$ cat src/sv/ihp_pkg.sv
//------------------------------------------------------------------------------
// ihp_pkg
// Shared types and constants of the IPv4 host and port string parser.
//------------------------------------------------------------------------------
`default_nettype none

package ihp_pkg;

	localparam int unsigned CharWidth   = 8;
	localparam int unsigned OctetWidth  = 9;
	localparam int unsigned DotWidth    = 3;
	localparam int unsigned AddrWidth   = 32;
	localparam int unsigned PortWidth   = 16;
	localparam int unsigned StatusWidth = 2;

	localparam logic [CharWidth-1:0] NulCode   = 8'h00;
	localparam logic [CharWidth-1:0] DotCode   = 8'h2E;
	localparam logic [CharWidth-1:0] ColonCode = 8'h3A;
	localparam logic [CharWidth-1:0] ZeroCode  = 8'h30;
	localparam logic [CharWidth-1:0] NineCode  = 8'h39;

	localparam logic [OctetWidth-1:0] OctetMax = 9'd255;
	localparam logic [OctetWidth-1:0] OctetSat = 9'd256;
	localparam logic [DotWidth-1:0]   DotsNeeded = 3'd3;
	localparam logic [DotWidth-1:0]   DotsSat    = 3'd4;

	typedef enum logic [StatusWidth-1:0] {
		STATUS_OK       = 2'd0,
		STATUS_NO_COLON = 2'd1,
		STATUS_BAD_ADDR = 2'd2
	} ihp_status_t;

	typedef struct packed {
		logic                  in_port_part;
		logic                  port_done;
		logic [OctetWidth-1:0] octet_accum;
		logic [DotWidth-1:0]   dot_count;
		logic [AddrWidth-1:0]  address_bytes;
		logic                  address_bad;
		logic [PortWidth-1:0]  port_accum;
	} ihp_state_t;

	typedef struct packed {
		ihp_status_t          status;
		logic [AddrWidth-1:0] ip_address;
		logic [PortWidth-1:0] port_number;
	} ihp_result_t;

endpackage

`default_nettype wire

$ cat src/sv/ihp_char_if.sv
//------------------------------------------------------------------------------
// ihp_char_if
// Character channel: one byte of the string per transaction.
//------------------------------------------------------------------------------
`default_nettype none

interface ihp_char_if;

	logic       valid;
	logic       ready;
	logic [7:0] char_code;

	modport source (output valid, output char_code, input ready);
	modport sink (input valid, input char_code, output ready);

endinterface

`default_nettype wire

$ cat src/sv/ihp_result_if.sv
//------------------------------------------------------------------------------
// ihp_result_if
// Result channel: status, address and port of one parsed string.
//------------------------------------------------------------------------------
`default_nettype none

interface ihp_result_if;

	logic        valid;
	logic        ready;
	logic [1:0]  status;
	logic [31:0] ip_address;
	logic [15:0] port_number;

	modport source (output valid, output status, output ip_address, output port_number,
		input ready);
	modport sink (input valid, input status, input ip_address, input port_number,
		output ready);

endinterface

`default_nettype wire

$ cat src/sv/ihp_step.sv
//------------------------------------------------------------------------------
// ihp_step
// Next-state and result logic for one character of the string.
//------------------------------------------------------------------------------
`default_nettype none

module ihp_step (
	input  var ihp_pkg::ihp_state_t  cur,
	input  var logic [7:0]           char_code,
	output ihp_pkg::ihp_state_t      nxt,
	output logic                     emit,
	output ihp_pkg::ihp_result_t     res
);
	import ihp_pkg::*;

	logic                  is_digit;
	logic [CharWidth-1:0]  digit;
	logic [11:0]           oct_calc;
	logic [PortWidth-1:0]  port_calc;
	logic                  octet_ok;
	logic [AddrWidth-1:0]  closed_addr;
	logic [DotWidth-1:0]   dots_inc;

	assign is_digit    = (char_code >= ZeroCode) && (char_code <= NineCode);
	assign digit       = char_code - ZeroCode;
	assign oct_calc    = ({3'b000, cur.octet_accum} << 3) + ({3'b000, cur.octet_accum} << 1)
		+ {4'b0000, digit};
	assign port_calc   = (cur.port_accum << 3) + (cur.port_accum << 1)
		+ {8'h00, digit};
	assign octet_ok    = (cur.octet_accum <= OctetMax);
	assign closed_addr = {cur.address_bytes[AddrWidth-9:0], cur.octet_accum[7:0]};
	assign dots_inc    = (cur.dot_count < DotsSat) ? cur.dot_count + 3'd1 : cur.dot_count;

	always_comb begin
		nxt  = cur;
		emit = 1'b0;
		res  = '{status: STATUS_OK, ip_address: '0, port_number: '0};
		if (char_code == NulCode) begin
			emit = 1'b1;
			nxt  = '0;
			if (!cur.in_port_part) begin
				res.status = STATUS_NO_COLON;
			end else if (cur.address_bad) begin
				res.status = STATUS_BAD_ADDR;
			end else begin
				res.ip_address  = cur.address_bytes;
				res.port_number = cur.port_accum;
			end
		end else if (cur.in_port_part) begin
			if (!cur.port_done) begin
				if (is_digit) begin
					nxt.port_accum = port_calc;
				end else begin
					nxt.port_done = 1'b1;
				end
			end
		end else if (char_code == ColonCode) begin
			nxt.in_port_part = 1'b1;
			if (!cur.address_bad) begin
				if (octet_ok) begin
					nxt.address_bytes = closed_addr;
					nxt.octet_accum   = '0;
				end
				if (!octet_ok || cur.dot_count != DotsNeeded) begin
					nxt.address_bad = 1'b1;
				end
			end
		end else if (!cur.address_bad) begin
			if (is_digit) begin
				if (oct_calc > {3'b000, OctetMax}) begin
					nxt.octet_accum = OctetSat;
				end else begin
					nxt.octet_accum = oct_calc[OctetWidth-1:0];
				end
			end else if (char_code == DotCode) begin
				nxt.dot_count = dots_inc;
				if (dots_inc > DotsNeeded || !octet_ok) begin
					nxt.address_bad = 1'b1;
				end else begin
					nxt.address_bytes = closed_addr;
					nxt.octet_accum   = '0;
				end
			end else begin
				nxt.address_bad = 1'b1;
			end
		end
	end

endmodule

`default_nettype wire

$ cat src/sv/ipv4_host_port_parser_unit.sv
//------------------------------------------------------------------------------
// ipv4_host_port_parser_unit
// Parses a NUL-terminated "a.b.c.d:port" string, one character per
// transaction, and reports status, address and port at the terminating NUL.
//
//   Channel        Role   Payload                                 Transactions
//   char_stream    sink   char_code[7:0]                          one per byte
//   result         source status[1:0] ip_address[31:0]            one per NUL
//                         port_number[15:0]
//
// A character is registered in the input register and processed from there; a
// NUL's result is then registered in the output register and presented.
// One character is accepted every cycle while no NUL waits; the limit is the
// parser update between the input register and the state register.
// A NUL waits in the input register while an earlier result is not taken.
// Reset clears the parser state and both valid flags.
//------------------------------------------------------------------------------
`default_nettype none

module ipv4_host_port_parser_unit (
	input  var logic        clk,
	input  var logic        arst_n,
	ihp_char_if.sink        char_stream,
	ihp_result_if.source    result
);
	import ihp_pkg::*;

	logic                 char_valid_s1;
	logic [CharWidth-1:0] char_code_s1;
	ihp_state_t           state_q;
	ihp_state_t           state_nxt;
	logic                 emit;
	ihp_result_t          res_nxt;
	logic                 out_valid_q;
	ihp_result_t          out_q;
	logic                 out_free;
	logic                 s1_fire;

	assign out_free = !out_valid_q || result.ready;
	assign s1_fire  = char_valid_s1 && (char_code_s1 != NulCode || out_free);
	assign char_stream.ready = !char_valid_s1 || s1_fire;

	ihp_step u_step (
		.cur       (state_q),
		.char_code (char_code_s1),
		.nxt       (state_nxt),
		.emit      (emit),
		.res       (res_nxt)
	);

	always_ff @(posedge clk or negedge arst_n) begin
		if (!arst_n) begin
			char_valid_s1 <= 1'b0;
		end else if (char_stream.ready) begin
			char_valid_s1 <= char_stream.valid;
		end
	end

	always_ff @(posedge clk) begin
		if (char_stream.ready && char_stream.valid) begin
			char_code_s1 <= char_stream.char_code;
		end
	end

	always_ff @(posedge clk or negedge arst_n) begin
		if (!arst_n) begin
			state_q <= '0;
		end else if (s1_fire) begin
			state_q <= state_nxt;
		end
	end

	always_ff @(posedge clk or negedge arst_n) begin
		if (!arst_n) begin
			out_valid_q <= 1'b0;
		end else if (s1_fire && emit) begin
			out_valid_q <= 1'b1;
		end else if (result.ready) begin
			out_valid_q <= 1'b0;
		end
	end

	always_ff @(posedge clk) begin
		if (s1_fire && emit) begin
			out_q <= res_nxt;
		end
	end

	assign result.valid       = out_valid_q;
	assign result.status      = out_q.status;
	assign result.ip_address  = out_q.ip_address;
	assign result.port_number = out_q.port_number;

	a_nul_clears_state: assert property (@(posedge clk) disable iff (!arst_n)
		(s1_fire && char_code_s1 == NulCode) |=> (state_q == '0))
		else $error("parser state not cleared after end of string");

	a_fail_zero_fields: assert property (@(posedge clk) disable iff (!arst_n)
		(out_valid_q && out_q.status != STATUS_OK) |->
		(out_q.ip_address == '0 && out_q.port_number == '0))
		else $error("failed result carries nonzero fields");

	a_dot_count_range: assert property (@(posedge clk) disable iff (!arst_n)
		state_q.dot_count <= DotsSat)
		else $error("dot count beyond saturation");

	a_octet_range: assert property (@(posedge clk) disable iff (!arst_n)
		state_q.octet_accum <= OctetSat)
		else $error("octet accumulator beyond saturation");

endmodule

`default_nettype wire
$ cat src/flat_wrapper.sv
// flat-port wrapper written by rule: the top's interface ports become plain ports
module ipv4_host_port_parser_unit_flat import ihp_pkg::*;
  (clk, arst_n, char_stream_valid, char_stream_char_code, char_stream_ready, result_valid, result_status, result_ip_address, result_port_number, result_ready);
  ihp_char_if char_stream_i ();
  ihp_result_if result_i ();
  input  var logic clk;
  input  var logic arst_n;
  input wire logic [$bits(char_stream_i.valid)-1:0] char_stream_valid;
  input wire logic [$bits(char_stream_i.char_code)-1:0] char_stream_char_code;
  output wire logic [$bits(char_stream_i.ready)-1:0] char_stream_ready;
  output wire logic [$bits(result_i.valid)-1:0] result_valid;
  output wire logic [$bits(result_i.status)-1:0] result_status;
  output wire logic [$bits(result_i.ip_address)-1:0] result_ip_address;
  output wire logic [$bits(result_i.port_number)-1:0] result_port_number;
  input wire logic [$bits(result_i.ready)-1:0] result_ready;
  assign char_stream_i.valid = char_stream_valid;
  assign char_stream_i.char_code = char_stream_char_code;
  assign char_stream_ready = char_stream_i.ready;
  assign result_valid = result_i.valid;
  assign result_status = result_i.status;
  assign result_ip_address = result_i.ip_address;
  assign result_port_number = result_i.port_number;
  assign result_i.ready = result_ready;
  ipv4_host_port_parser_unit u_core (.clk(clk), .arst_n(arst_n), .char_stream(char_stream_i), .result(result_i));
endmodule
$ cat config.mk
export PLATFORM = sky130hd
export DESIGN_NAME = ipv4_host_port_parser_unit_flat
export DESIGN_NICKNAME = d
export VERILOG_FILES = /design/src/sv/ihp_pkg.sv /design/src/sv/ihp_char_if.sv /design/src/sv/ihp_result_if.sv /design/src/sv/ihp_step.sv /design/src/sv/ipv4_host_port_parser_unit.sv /design/src/flat_wrapper.sv
export SDC_FILE = /design/constraint.sdc
export NUM_CORES = 1
export LEC_CHECK = 0
export ABC_CLOCK_PERIOD_IN_PS = 8100
export BUFFER_PORTS_ARGS = -buffer_cell sky130_fd_sc_hd__buf_2
export CORE_MARGIN = 5
export CORE_UTILIZATION = 50
export CTS_BUF_LIST = sky130_fd_sc_hd__clkbuf_8
export CTS_CLUSTER_DIAMETER = 120
export DETAILED_ROUTE_END_ITERATION = 8
export GPL_TIMING_DRIVEN = 0
export PLACE_DENSITY = 0.78
export SETUP_SLACK_MARGIN = 0.3
export SLEW_MARGIN = 20
export SYNTH_ARGS = -nofsm -noshare
export SYNTH_HDL_FRONTEND = slang
export SYNTH_SLANG_ARGS = --single-unit
$ cat constraint.sdc
create_clock -name clk -period 8.1 [get_ports clk]
set_clock_uncertainty 0.1 [all_clocks]
set_input_delay 0.81 -clock clk [delete_from_list [all_inputs] [get_ports clk]]
set_output_delay 0.81 -clock clk [all_outputs]
set_load 0.02 [all_outputs]
==> results.py <==
metrics = {
    "worst_hold_path": {
        "min_path_type": "input port to async pin",
    },
    "clocking": {
        "clock_latency_ns": 0.45,
        "htreeDepth": 4,
        "cts_buffers": 17,
        "cts_buffer_depth": 2,
        "cts_sinks": 123,
        "root_buffer": "clkbuf_8",
        "path_clk_slew_ns": 0.07,
        "cts_tree": "yes",
        "holdBufCountCts": 0,
        "post-cts-setup-buffers": 0,
        "cts_resized": 0,
    },
    "synth": {
        "synthAdderAreaFrac": 0.114,
        "syn_area_um2": 6400,
        "synth_warnings": 0,
        "synthArstFlopShare": 0.528,
        "synth_top_area_share": 0.272,
        "synth_cell_types": 51,
        "synth_seq_cells": 123,
        "syn_avg_cell_area_um2": 10.8,
        "muxShareOfSynthArea": 0.00489,
        "yosys.area.top_type": "edfxtp_1",
        "yosys.area_share.simple": 0.160,
        "synth_top_cells_by_area": "edfxtp_1 27%, dfrtp_1 25%, ha_1 7.6%",
        "synthCells": 590,
        "yosys.area_share.xor_xnor": 0.0219,
        "yosysSeqAreaShare": 0.527,
        "synth_edf_count": 58,
        "dominantRegCellSynth": "dfrtp_1",
        "syn_nets": 653,
        "synth_compound_area_frac": 0.133,
        "synth_top_family_by_area": "simple AND/OR/NAND/NOR gates",
    },
    "outcome": {
        "status": "complete, no violations",
    },
    "placement": {
        "port_buffers": 63,
        "place.gp.congestion": 0.896,
        "dp.cells": 827,
        "dpl.hpwl_um": 9520,
    },
    "floorplanning": {
        "dieWidth_um": 123,
        "num_rows": 41,
        "initial_core_util": 0.509,
        "die_h_um": 123,
        "io_pins": 64,
        "dieArea_um2": 15200,
        "core_area_um2": 12600,
    },
    "global_route": {
        "track_usage": 0.188,
        "grt_use_met3": 0.0549,
        "antenna_found_initial": 0,
        "grt-ovfl-total": 0,
        "grt_max_degree": 57,
        "grt_pass1_wl_um": 22000,
        "met2_usage": 0.293,
        "met1_usage": 0.250,
        "first_global_vias": 4524,
        "busiest_layer": "met2",
    },
    "sta": {
        "clock.fmax_ghz": 0.259,
        "rsz0062_at_grt": "false",
        "hold_viol_final": 0,
        "min_period_ns": 3.86,
        "slew_violations": 0,
        "fin_crit_sh": 0.476,
        "tightest_slew_ns": 0.877,
        "tns_ns": 0,
        "relSlewSlack": 0.411,
        "setup_violations": 0,
    },
    "drt": {
        "routedWlPerCell_um": 15.0,
        "via_count": 4572,
        "remaining_drc_errors": 0,
        "drt-vias-per-instance": 5.32,
        "drt_iter0_drc": 269,
        "drt_first_pass_iters": 5,
        "drt_wl_total_um": 12900,
        "ant_nets": 0,
    },
    "critical_path": {
        "arrival_ns": 4.09,
        "endpoint_kind": "register",
        "crit_fanout": 9,
        "start_kind": "register",
        "critical_path_class": "register to register",
        "critPathRequiredTime_ns": 8.34,
    },
    "cells_and_area": {
        "stdcell_count": 859,
        "synthToLayoutAreaGrowth_pct": 15.6,
        "fin_nets": 737,
        "drive_above_1_share": 0.156,
        "antenna_cells": 0,
        "most-common-layout-cells": "88 x nand2_1, 66 x buf_2, 65 x dfrtp_1",
        "mostFrequentLayoutCell": "nand2_1",
    },
    "power_and_ir_drop": {
        "vdd_drop_max_v": 0.000141,
        "p_per_area_nw_per_um2": 172,
        "power_leakage_nw": 3.22,
    },
    "job": {
        "maxCapViolCount": 0,
    },
}
==> stage by stage <==
stage / hold slack, ns / setup slack [ns] / utilization / area (µm²) / total power, mW
3_5_place_dp: 0.363 / 4.29 / 0.556 / 6990 / 0.746
6_report: 0.105 / 4.24 / 0.588 / 7400 / 1.27
4_1_cts: 0.0752 / 4.25 / 0.588 / 7400 / 1.29
3_3_place_gp: 0.361 / 3.30 / 0.551 / 6930 / 0.741
2_1_floorplan: 0.342 / 4.19 / - / 6400 / 0.722
5_1_grt: 0.0743 / 3.88 / 0.588 / 7400 / 1.33
==> critical path, stage by stage, from the launching register on <==
cell,delay [ns]
edfxtp_1,0.50
a21oi_1,0.13
xnor2_1,0.43
fa_1,0.51
inv_1,0.07
ha_1,0.22
buf_2,0.18
and4_1,0.21
o31ai_1,0.25
nand2_1,0.11
a221oi_2,0.32
nand4_1,0.34
o41ai_1,0.40
==> Yosys cell counts (5+ instances only) <==
library cell,instances
o21ai_0,45
a211oi_1,7
a21o_1,11
nor2b_1,9
fa_1,12
clkbuf_1,17
ha_1,39
nand3_1,5
nand2_1,88
and2_1,45
dfrtp_1,65
a22o_1,13
a21oi_1,19
nor3_1,10
o31ai_1,8
xnor2_1,9
inv_1,45
edfxtp_1,58
xor2_1,7
nor2_1,18
==> power breakdown <==
| part | leakage (nW) | internal (mW) | switching, mW |
|---|---|---|---|
| logic | 1.63 | 0.0269 | 0.0409 |
| clock network | 0.189 | 0.290 | 0.247 |
| registers | 1.40 | 0.658 | 0.00912 |
| total | 3.22 | 0.975 | 0.297 |
==> flip-flops by register name, summed over array words and instances (netlist names) <==
register                   count
u_core.result.port_number     16
u_core.state_q                63
u_core.char_code_s1            8
u_core.char_valid_s1           1
u_core.result.ip_address      32
u_core.result.status           2
u_core.result.valid            1
==> path summary, 6_finish.rpt <==
kind / end / cells past startpoint / slack (ns) / start
worst max-delay path: u_core.state_q[56] / 12 / 4.24 / u_core.char_code_s1[4]
worst min-delay path: u_core.state_q[62] / 1 / 0.10 / arst_n
worst max register to register: u_core.state_q[56] / 12 / 4.24 / u_core.char_code_s1[4]
worst min register to register: u_core.state_q[43] / 2 / 0.38 / u_core.state_q[43]
max in group asynchronous: u_core.state_q[21] / 2 / 7.29 / arst_n
min in group clk: u_core.state_q[43] / 2 / 0.38 / u_core.state_q[43]
==> per-layer routing <==
| layer | up-vias | wire [µm] |
|---|---|---|
| met4 | 0 | 318 |
| met3 | 36 | 815 |
| met2 | 150 | 5990 |
| met5 | - | 0 |
| li1 | 2246 | - |
| met1 | 2140 | 5770 |
==> final cells by class <==
cell class / count / area, µm²
Clock inverter: 13 / 141
Multi-Input combinational cell: 401 / 2780
Sequential cell: 123 / 3370
Fill cell: 1034 / 5170
Tap cell: 172 / 215
Clock buffer: 19 / 262
Timing Repair Buffer: 65 / 373
Inverter: 45 / 169
Buffer: 21 / 83.8
==> logic make-up after synthesis <==
family,Yosys count
xor+xnor,16
mux,3
flops,123
simple gates,202
fa+ha+maj,51
buf+inv,66
compound gates,129
(Power assumes the default switching activity.)
